`src/assert_macros.svh`:
```
// ----------------------------------------------------------------------------
// assert_macros.svh
// Shared assertion macros for the k-smallest selection block.
// ----------------------------------------------------------------------------
`ifndef ASSERT_MACROS_SVH
`define ASSERT_MACROS_SVH

// Concurrent check on the rising clock edge, muted while reset is high.
`define ASSERT_CLK(label, clk_sig, rst_sig, prop, msg) \
  label: assert property (@(posedge clk_sig) disable iff (rst_sig) (prop)) \
    else $error(msg);

// Concurrent check that also holds during reset.
`define ASSERT_ALWAYS(label, clk_sig, prop, msg) \
  label: assert property (@(posedge clk_sig) (prop)) else $error(msg);

`endif

```
`src/tksel_pkg.sv`:
```
// ----------------------------------------------------------------------------
// tksel_pkg
// Types, constants and helpers shared by the k-smallest selection cells.
// ----------------------------------------------------------------------------
package tksel_pkg;

  // Number of cells in the row, which is also the largest usable rank.
  localparam int MAX_RANK = 16;
  // Width of one kept value.
  localparam int DATA_W   = 32;
  // Width of the rank register.
  localparam int RANK_W   = 5;
  // Width of the clamped rank, able to hold MAX_RANK itself.
  localparam int KEFF_W   = $clog2(MAX_RANK + 1);

  // Per-cell control, broadcast to the row each cycle.
  typedef struct packed {
    logic                     step;   // a beat is accepted this cycle
    logic                     clear;  // the beat closes the set
    logic                     en;     // cell index lies below the rank
    logic signed [DATA_W-1:0] item;   // incoming value
  } cell_ctrl_t;

  // What one cell hands to its right-hand neighbor.
  typedef struct packed {
    logic                     valid;  // cell holds a kept value
    logic                     ins;    // new value goes here or further left
    logic signed [DATA_W-1:0] value;
  } cell_link_t;

  // Post-update state of a cell, used to pick the result.
  typedef struct packed {
    logic                     valid_next;
    logic signed [DATA_W-1:0] value_next;
  } cell_view_t;

  // Clamp the programmed rank into 1 .. MAX_RANK.
  function automatic logic [KEFF_W-1:0] eff_rank(input logic [RANK_W-1:0] rank);
    logic [KEFF_W-1:0] k;
    if (rank == '0) begin
      k = KEFF_W'(1);
    end else if (int'(rank) > MAX_RANK) begin
      k = KEFF_W'(MAX_RANK);
    end else begin
      k = KEFF_W'(rank);
    end
    return k;
  endfunction

endpackage

```
`src/tksel_cell.sv`:
```
// ----------------------------------------------------------------------------
// tksel_cell
// One compare-and-shift cell of the sorted row of kept values.
// ----------------------------------------------------------------------------
module tksel_cell (
  input  logic                  clk,
  input  logic                  rst,
  input  tksel_pkg::cell_ctrl_t ctrl,
  input  tksel_pkg::cell_link_t prev,
  output tksel_pkg::cell_link_t link,
  output tksel_pkg::cell_view_t view
);

  logic                               valid;
  logic signed [tksel_pkg::DATA_W-1:0] value;
  logic                               valid_eff;
  logic                               ins;

  // A cell at or above the rank counts as empty; it is dropped on the next beat.
  assign valid_eff = valid && ctrl.en;
  // The new value lands at the first cell that is empty or holds a larger value.
  assign ins       = !valid_eff || (value > ctrl.item);

  assign link.valid = valid_eff;
  assign link.ins   = ins;
  assign link.value = value;

  // Shift right from the left neighbor, take the new value, or keep.
  always_comb begin
    view.valid_next = ctrl.en && (valid_eff || prev.valid);
    if (prev.ins) begin
      view.value_next = prev.value;
    end else if (ins) begin
      view.value_next = ctrl.item;
    end else begin
      view.value_next = value;
    end
  end

  // Valid bit is control state; the value needs no reset.
  always_ff @(posedge clk) begin
    if (rst) begin
      valid <= 1'b0;
    end else if (ctrl.step) begin
      valid <= view.valid_next && !ctrl.clear;
    end
  end

  always_ff @(posedge clk) begin
    if (ctrl.step) begin
      value <= view.value_next;
    end
  end

endmodule

```
`src/tksel_row.sv`:
```
// ----------------------------------------------------------------------------
// tksel_row
// Row of cells holding the k smallest values in ascending order, with the
// selection of the largest kept value at the end of a set.
// ----------------------------------------------------------------------------
`include "assert_macros.svh"

module tksel_row (
  input  logic                                clk,
  input  logic                                rst,
  input  logic                                step,
  input  logic                                clear,
  input  logic signed [tksel_pkg::DATA_W-1:0] item,
  input  logic [tksel_pkg::KEFF_W-1:0]        k_eff,
  output logic signed [tksel_pkg::DATA_W-1:0] kth_value,
  output logic                                short_set
);

  tksel_pkg::cell_ctrl_t ctrl [tksel_pkg::MAX_RANK];
  tksel_pkg::cell_link_t link [tksel_pkg::MAX_RANK];
  tksel_pkg::cell_link_t prev [tksel_pkg::MAX_RANK];
  tksel_pkg::cell_view_t view [tksel_pkg::MAX_RANK];
  logic [tksel_pkg::MAX_RANK-1:0] valid_vec;

  // Build the chain: cell 0 sees an always-full left neighbor that never shifts.
  for (genvar i = 0; i < tksel_pkg::MAX_RANK; i++) begin : g_cell
    assign ctrl[i].step  = step;
    assign ctrl[i].clear = clear;
    assign ctrl[i].en    = (tksel_pkg::KEFF_W'(i) < k_eff);
    assign ctrl[i].item  = item;

    if (i == 0) begin : g_head
      assign prev[i].valid = 1'b1;
      assign prev[i].ins   = 1'b0;
      assign prev[i].value = '0;
    end else begin : g_body
      assign prev[i] = link[i-1];
    end

    assign valid_vec[i] = link[i].valid;

    tksel_cell u_cell (
      .clk  (clk),
      .rst  (rst),
      .ctrl (ctrl[i]),
      .prev (prev[i]),
      .link (link[i]),
      .view (view[i])
    );
  end

  // The largest kept value sits in the last valid cell after the update.
  // The set is short when the cell at rank k - 1 stays empty.
  always_comb begin
    kth_value = '0;
    short_set = 1'b0;
    for (int j = 0; j < tksel_pkg::MAX_RANK; j++) begin
      if (view[j].valid_next &&
          ((j == tksel_pkg::MAX_RANK - 1) || !view[(j + 1) % tksel_pkg::MAX_RANK].valid_next)) begin
        kth_value = kth_value | view[j].value_next;
      end
      if (tksel_pkg::KEFF_W'(j) == k_eff - 1'b1) begin
        short_set = !view[j].valid_next;
      end
    end
  end

  // Kept cells always form a run starting at cell 0.
  `ASSERT_CLK(a_valid_prefix, clk, rst,
    ((valid_vec & (valid_vec + 1'b1)) == '0), "kept cells are not a contiguous run")
  // Closing a set empties the row.
  `ASSERT_CLK(a_clear_on_last, clk, rst,
    (step && clear |=> valid_vec == '0), "row not empty after the last beat of a set")
  // Any beat inside a set leaves at least one kept value.
  `ASSERT_CLK(a_head_filled, clk, rst,
    (step && !clear |=> valid_vec[0]), "cell 0 empty after a beat inside a set")

endmodule

```
`src/kth_smallest_streaming_topk.sv`:
```
// ----------------------------------------------------------------------------
// kth_smallest_streaming_topk
// Streaming selection of the kth smallest signed value of each set.
// ----------------------------------------------------------------------------
// The block takes one value beat per clock cycle and keeps the k smallest
// values of the current set in a row of compare-and-shift cells, sorted
// ascending, so each beat is absorbed in the cycle it is accepted. The beat
// flagged with tlast produces one result beat, registered and shown on the
// master side in the next cycle: the kth smallest value, or the largest value
// with tuser set when the set held fewer than k values. Input is held off
// only while an earlier result waits to be taken. The rank is clamped to
// 1 .. 16 and should be written between sets.
`include "assert_macros.svh"

module kth_smallest_streaming_topk (
  input  logic        clk,
  input  logic        rst,
  // Configuration: rank_k
  input  logic        cfg_valid,
  output logic        cfg_ready,
  input  logic [4:0]  cfg_data,   // [4:0] rank_k
  // Input stream
  input  logic        s_tvalid,
  output logic        s_tready,
  input  logic [31:0] s_tdata,    // [31:0] value
  input  logic        s_tlast,    // last_item
  // Result stream
  output logic        m_tvalid,
  input  logic        m_tready,
  output logic [31:0] m_tdata,    // [31:0] kth_value
  output logic        m_tuser     // [0] short_set
);

  logic [tksel_pkg::RANK_W-1:0]         rank_k;
  logic                                 s_fire;
  logic signed [tksel_pkg::DATA_W-1:0]  row_kth;
  logic                                 row_short;

  // Rank register, writable at any time.
  assign cfg_ready = 1'b1;

  always_ff @(posedge clk) begin
    if (rst) begin
      rank_k <= tksel_pkg::RANK_W'(1);
    end else if (cfg_valid && cfg_ready) begin
      rank_k <= cfg_data;
    end
  end

  // Accept a beat whenever the result register is free or being drained.
  assign s_tready = !m_tvalid || m_tready;
  assign s_fire   = s_tvalid && s_tready;

  tksel_row u_row (
    .clk       (clk),
    .rst       (rst),
    .step      (s_fire),
    .clear     (s_tlast),
    .item      (s_tdata),
    .k_eff     (tksel_pkg::eff_rank(rank_k)),
    .kth_value (row_kth),
    .short_set (row_short)
  );

  // Result register.
  always_ff @(posedge clk) begin
    if (rst) begin
      m_tvalid <= 1'b0;
    end else if (s_fire && s_tlast) begin
      m_tvalid <= 1'b1;
    end else if (m_tready) begin
      m_tvalid <= 1'b0;
    end
  end

  always_ff @(posedge clk) begin
    if (s_fire && s_tlast) begin
      m_tdata <= row_kth;
      m_tuser <= row_short;
    end
  end

  // A closing beat always yields a result in the next cycle.
  `ASSERT_CLK(a_result_follows, clk, rst,
    (s_fire && s_tlast |=> m_tvalid), "no result after the last beat of a set")
  // A waiting result is never overwritten.
  `ASSERT_CLK(a_no_overrun, clk, rst,
    (m_tvalid && !m_tready |-> !s_fire), "input accepted while result stalled")
  // Configuration is always taken.
  `ASSERT_ALWAYS(a_cfg_ready, clk, cfg_ready, "configuration port not ready")

endmodule

```
`config.mk`:
```
export PLATFORM = sky130hd
export DESIGN_NAME = kth_smallest_streaming_topk
export DESIGN_NICKNAME = d
export VERILOG_FILES = /design/src/tksel_pkg.sv /design/src/tksel_cell.sv /design/src/tksel_row.sv /design/src/kth_smallest_streaming_topk.sv
export VERILOG_INCLUDE_DIRS = /design/src /design/src/src
export SDC_FILE = /design/constraint.sdc
export NUM_CORES = 2
export LEC_CHECK = 0
export BUFFER_PORTS_ARGS = -buffer_cell sky130_fd_sc_hd__buf_2
export CAP_MARGIN = 5
export CORE_ASPECT_RATIO = 1.1
export CORE_MARGIN = 1.5
export CORE_UTILIZATION = 65
export DETAILED_ROUTE_END_ITERATION = 6
export GPL_TIMING_DRIVEN = 0
export MAX_ROUTING_LAYER = met4
export PLACE_DENSITY_LB_ADDON = 0.12
export SLEW_MARGIN = 25
export SYNTH_ARGS = -nofsm -noshare
export SYNTH_HDL_FRONTEND = slang
export SYNTH_HIERARCHICAL = 1
export SYNTH_SLANG_ARGS = --single-unit
```
`constraint.sdc`:
```
create_clock -name clk -period 20.1 [get_ports clk]
set_clock_uncertainty 0.2 [all_clocks]
set_input_delay 3.015 -clock clk [delete_from_list [all_inputs] [get_ports clk]]
set_output_delay 3.015 -clock clk [all_outputs]
set_load 0.02 [all_outputs]
```
# == Word-level counts from Yosys, hierarchy flattened ==
# Index checks and enable logic that the tools add are counted.
# classes
add_sub_neg,1
magnitude_cmp,33
n_eq_ne,15
muxes,67
bitwise_logic,15
reduce_logical,133
# op_table
op,n
$mux 32,47
$gt 32x32->1,16
$or 32x32->32,15
$logic_and 1x1->1,64
$eq 4x5->1 const A,8
$lt 4x5->1 const A,8
$logic_not 1->1,34
$logic_or 1x1->1,32
$eq 3x5->1 const A,4
$lt 3x5->1 const A,4
$mux 1,18
$eq 2x5->1 const A,2
$logic_not 5->1,2
$lt 1x5->1 const A,2
$lt 2x5->1 const A,2
$mux 5,2
$eq 1x5->1 const A,1
$gt 5x5->1 const B,1
$sub 5x1->5 const B,1
$reduce_bool 2->1,1
# word_totals
ff_bits,567
inputBits,43
output_inout_bits,36
wordCells,300

# == Logic depth before layout (Yosys ltp) ==
# logic_depth
depth_word,40
depth_mapped,18
depth_no_buf,14

# == Hierarchy ==
# The synthesis kept the hierarchy.
# by_module_without_submodules
module,n_inst,cells_per_inst,area_each_um2,seq_area_each_um2
tksel_cell,16,229,2747.6,980.9
tksel_row,1,425,3171.8,0.0
kth_smallest_streaming_topk,1,65,1262.5,1111.1

# == Worst setup path before layout ==
# Ideal clock, no wire load.
# synth_path
path_type,input -> register
start,input port m_tready
end,register u_row.g_cell[0].u_cell.valid
setup_ps,156
arrival_time_ps,16115
required_time_ps,19744
slack_ps,3629
path_stages,4
n_path_buf,0
path_cell_list,nand2b_1 -> and2_1 -> nand2b_1 -> a21oi_1
# synth_via
elab_chain_cells,2
# synth_rtl
element,line,text
"start, declared",kth_smallest_streaming_topk.sv:29,"input logic m_tready,"
$logic_or 1x1->1,kth_smallest_streaming_topk.sv:51,assign s_tready = !m_tvalid || m_tready;
$logic_and 1x1->1,kth_smallest_streaming_topk.sv:52,assign s_fire = s_tvalid && s_tready;
net s_fire,kth_smallest_streaming_topk.sv:35,logic s_fire;
"end signal, assigned",tksel_cell.sv:45,valid <= view.valid_next && !ctrl.clear;
"end, declared",tksel_cell.sv:14,logic valid;
# The timed path passes the listed nets, and every way through them passes these cells.
# A chain may end at the register's enable or synchronous reset.

==> out/metrics.cfg <==
[sta]
setup_viol = 0
hold_viol_final = 0
fin_ws_ns = 11.50
worstMarginPinSlew_ns = 1.29
fmax_mhz = 116
slew_headroom_pct = 13.8
grt_setup_unrepaired = no
fin_setup_tns_ns = 0
period_needed_ns = 8.60
finalCritPeriodShare_pct = 42.8
slew_violations = 0

[place]
portBuffers = 76
place_area_um2 = 50400
pre_cts_slack_ns = 11.12
gp_congestion = 1.00
dp_hpwl_um = 127000

[clock_tree]
root_buffer = clkbuf_16
clock_path_buffers = 3
cts_tree = done
cts_setup_buffers = 0
ctsHtreeMaxLevel = 3
insertion_delay_ns = 0.63
cts_resized = 0
cts.sinks = 567
hold_buffers = 0
clkSlewWorstSetupHoldPaths_ns = 0.06
numCtsBuffers = 67

[setup_path]
crit_arrival_ns = 8.68
ff2ff_path_depth = 14
worst-setup-path-type = in2reg
timing.rr.start = u_row/g_cell[1].u_cell/value[19]
cp_slowest_stage_delay_ns = 0.67
end_kind = register
cp_slowest_cell = buf_2
rr_endpoint = m_tdata[19]
worstPathRequired_ns = 20.18
worstPathCellList = buf_2, inv_1, ha_1, nand4_1, nor4_1, nand2b_1, o41ai_2, o211ai_2, buf_6, buf_4, buf_1, clkbuf_1, mux2_2, a22o_1, a221oi_1, nand4_1
critPathLaunch = s_tdata[22]
rrSetupSlack_ns = 14.16
crit_end = m_tdata[30]
crit_top_cell = nand4_1
path_max_fanout = 32
cp-start-kind = primary input

[die]
core_area_um2 = 73400
boundaryPins = 79
fp.dieW_um = 263
die_h_um = 289
fp.dieArea_um2 = 76100
initial_utilization_pct = 65.9
num_rows = 104

[grt]
globalRoute.totalOverflow = 0
grt_antenna_before_repair = 1
grt_pass1_wl_um = 234000
grtUsageTotal_pct = 43.6
grt_max_degree = 58
grt_pass1_vias = 35800

[finish]
layout.area.seq_um2 = 16800
areaGrowthSynthToFinish_pct = 8.73
drive_above_1_share_pct = 31.0
n_fill_cell = 5342
final_common_cell = mux2_2
finalNetCount = 4897
final_cell_mix = 560 x mux2_2, 545 x edfxtp_1, 533 x inv_1
final_area_um2 = 52600
final_core_util_pct = 71.7
multi_input_area_um2 = 28400

[synthesis]
yosysWarnings = 6
syn-cell-area_um2 = 48400
syn_inst = 4152
syn_avg_cell_area_um2 = 11.7

[route]
vias = 36600
first_pass_iters = 6
wirelength_um = 164000
drcViolationCount = 0
drt-initial-drc-count = 4326
ant_nets = 0
wl_per_cell_um = 30.6
vias_per_cell = 6.84

[run]
maxCapViolCount = 0

[power]
totalPowerFinal_mw = 3.37
p_leak_nw = 24.0
peakVddDrop_uv = 72.1
power_density_nw_per_um2 = 64.1

[hold_path]
hold_path.class = reg2reg

[status]
status = finished, final reports clean

registers in the layout (all words and copies together) (netlist names):
signal	cells
u_row/g_cell.u_cell/valid	16
m_tvalid	1
m_tdata	32
m_tuser	1
u_row/g_cell.u_cell/value	512
rank_k	5
worst min path at each step:
stage | from | cells past startpoint | to | slack (ns)
floorplan | u_row/g_cell[0].u_cell/valid | 2 | u_row/g_cell[0].u_cell/valid | 0.25
global placement | u_row/g_cell[13].u_cell/valid | 2 | u_row/g_cell[13].u_cell/valid | 0.26
detailed placement | u_row/g_cell[8].u_cell/valid | 2 | u_row/g_cell[8].u_cell/valid | 0.27
CTS | u_row/g_cell[15].u_cell/valid | 2 | u_row/g_cell[15].u_cell/valid | 0.28
global route | u_row/g_cell[4].u_cell/valid | 2 | u_row/g_cell[4].u_cell/valid | 0.30
finish | u_row/g_cell[12].u_cell/valid | 2 | u_row/g_cell[12].u_cell/valid | 0.28
area by class of cell:
cell class	count	share of cell area, %
Antenna cell	3	0.0143
Sequential cell	567	31.9
Clock inverter	27	0.576
Multi-Input combinational cell	2876	54.0
Clock buffer	88	3.51
Timing Repair Buffer	89	1.37
Inverter	533	3.80
Tap cell	954	2.27
Buffer	208	2.51
power breakdown:
| part | total (mW) | internal (mW) | switching [mW] |
|---|---|---|---|
| clock | 1.26 | 0.734 | 0.524 |
| sequential | 1.46 | 1.39 | 0.0635 |
| combinational | 0.660 | 0.276 | 0.385 |
| total | 3.37 | 2.40 | 0.972 |
per-stage QoR:
stage	std cells	hold WS (ns)
floorplan	4184	0.249
global placement	5214	0.264
detailed placement	5227	0.270
CTS	5342	0.282
global route	5343	0.301
finish	5345	0.279
worst max-delay path, delay by kind of cell:
family | cells | cell delay, ns
AOI/OAI and AO/OA | 4 | 1.61
buffers and inverters | 6 | 2.03
adders and majority gates | 1 | 0.34
and+or+nand+nor | 4 | 1.21
muxes | 1 | 0.42
layer usage:
layer	global-route usage [%]	vias up	part of all wire [%]
li1	-	16100	-
met1	54.5	18000	38
met2	65.1	1986	44
met3	10.8	455	12
met4	24.3	0	6.1
met5	-	-	0
No activity file was read; power rests on OpenSTA's default activity.
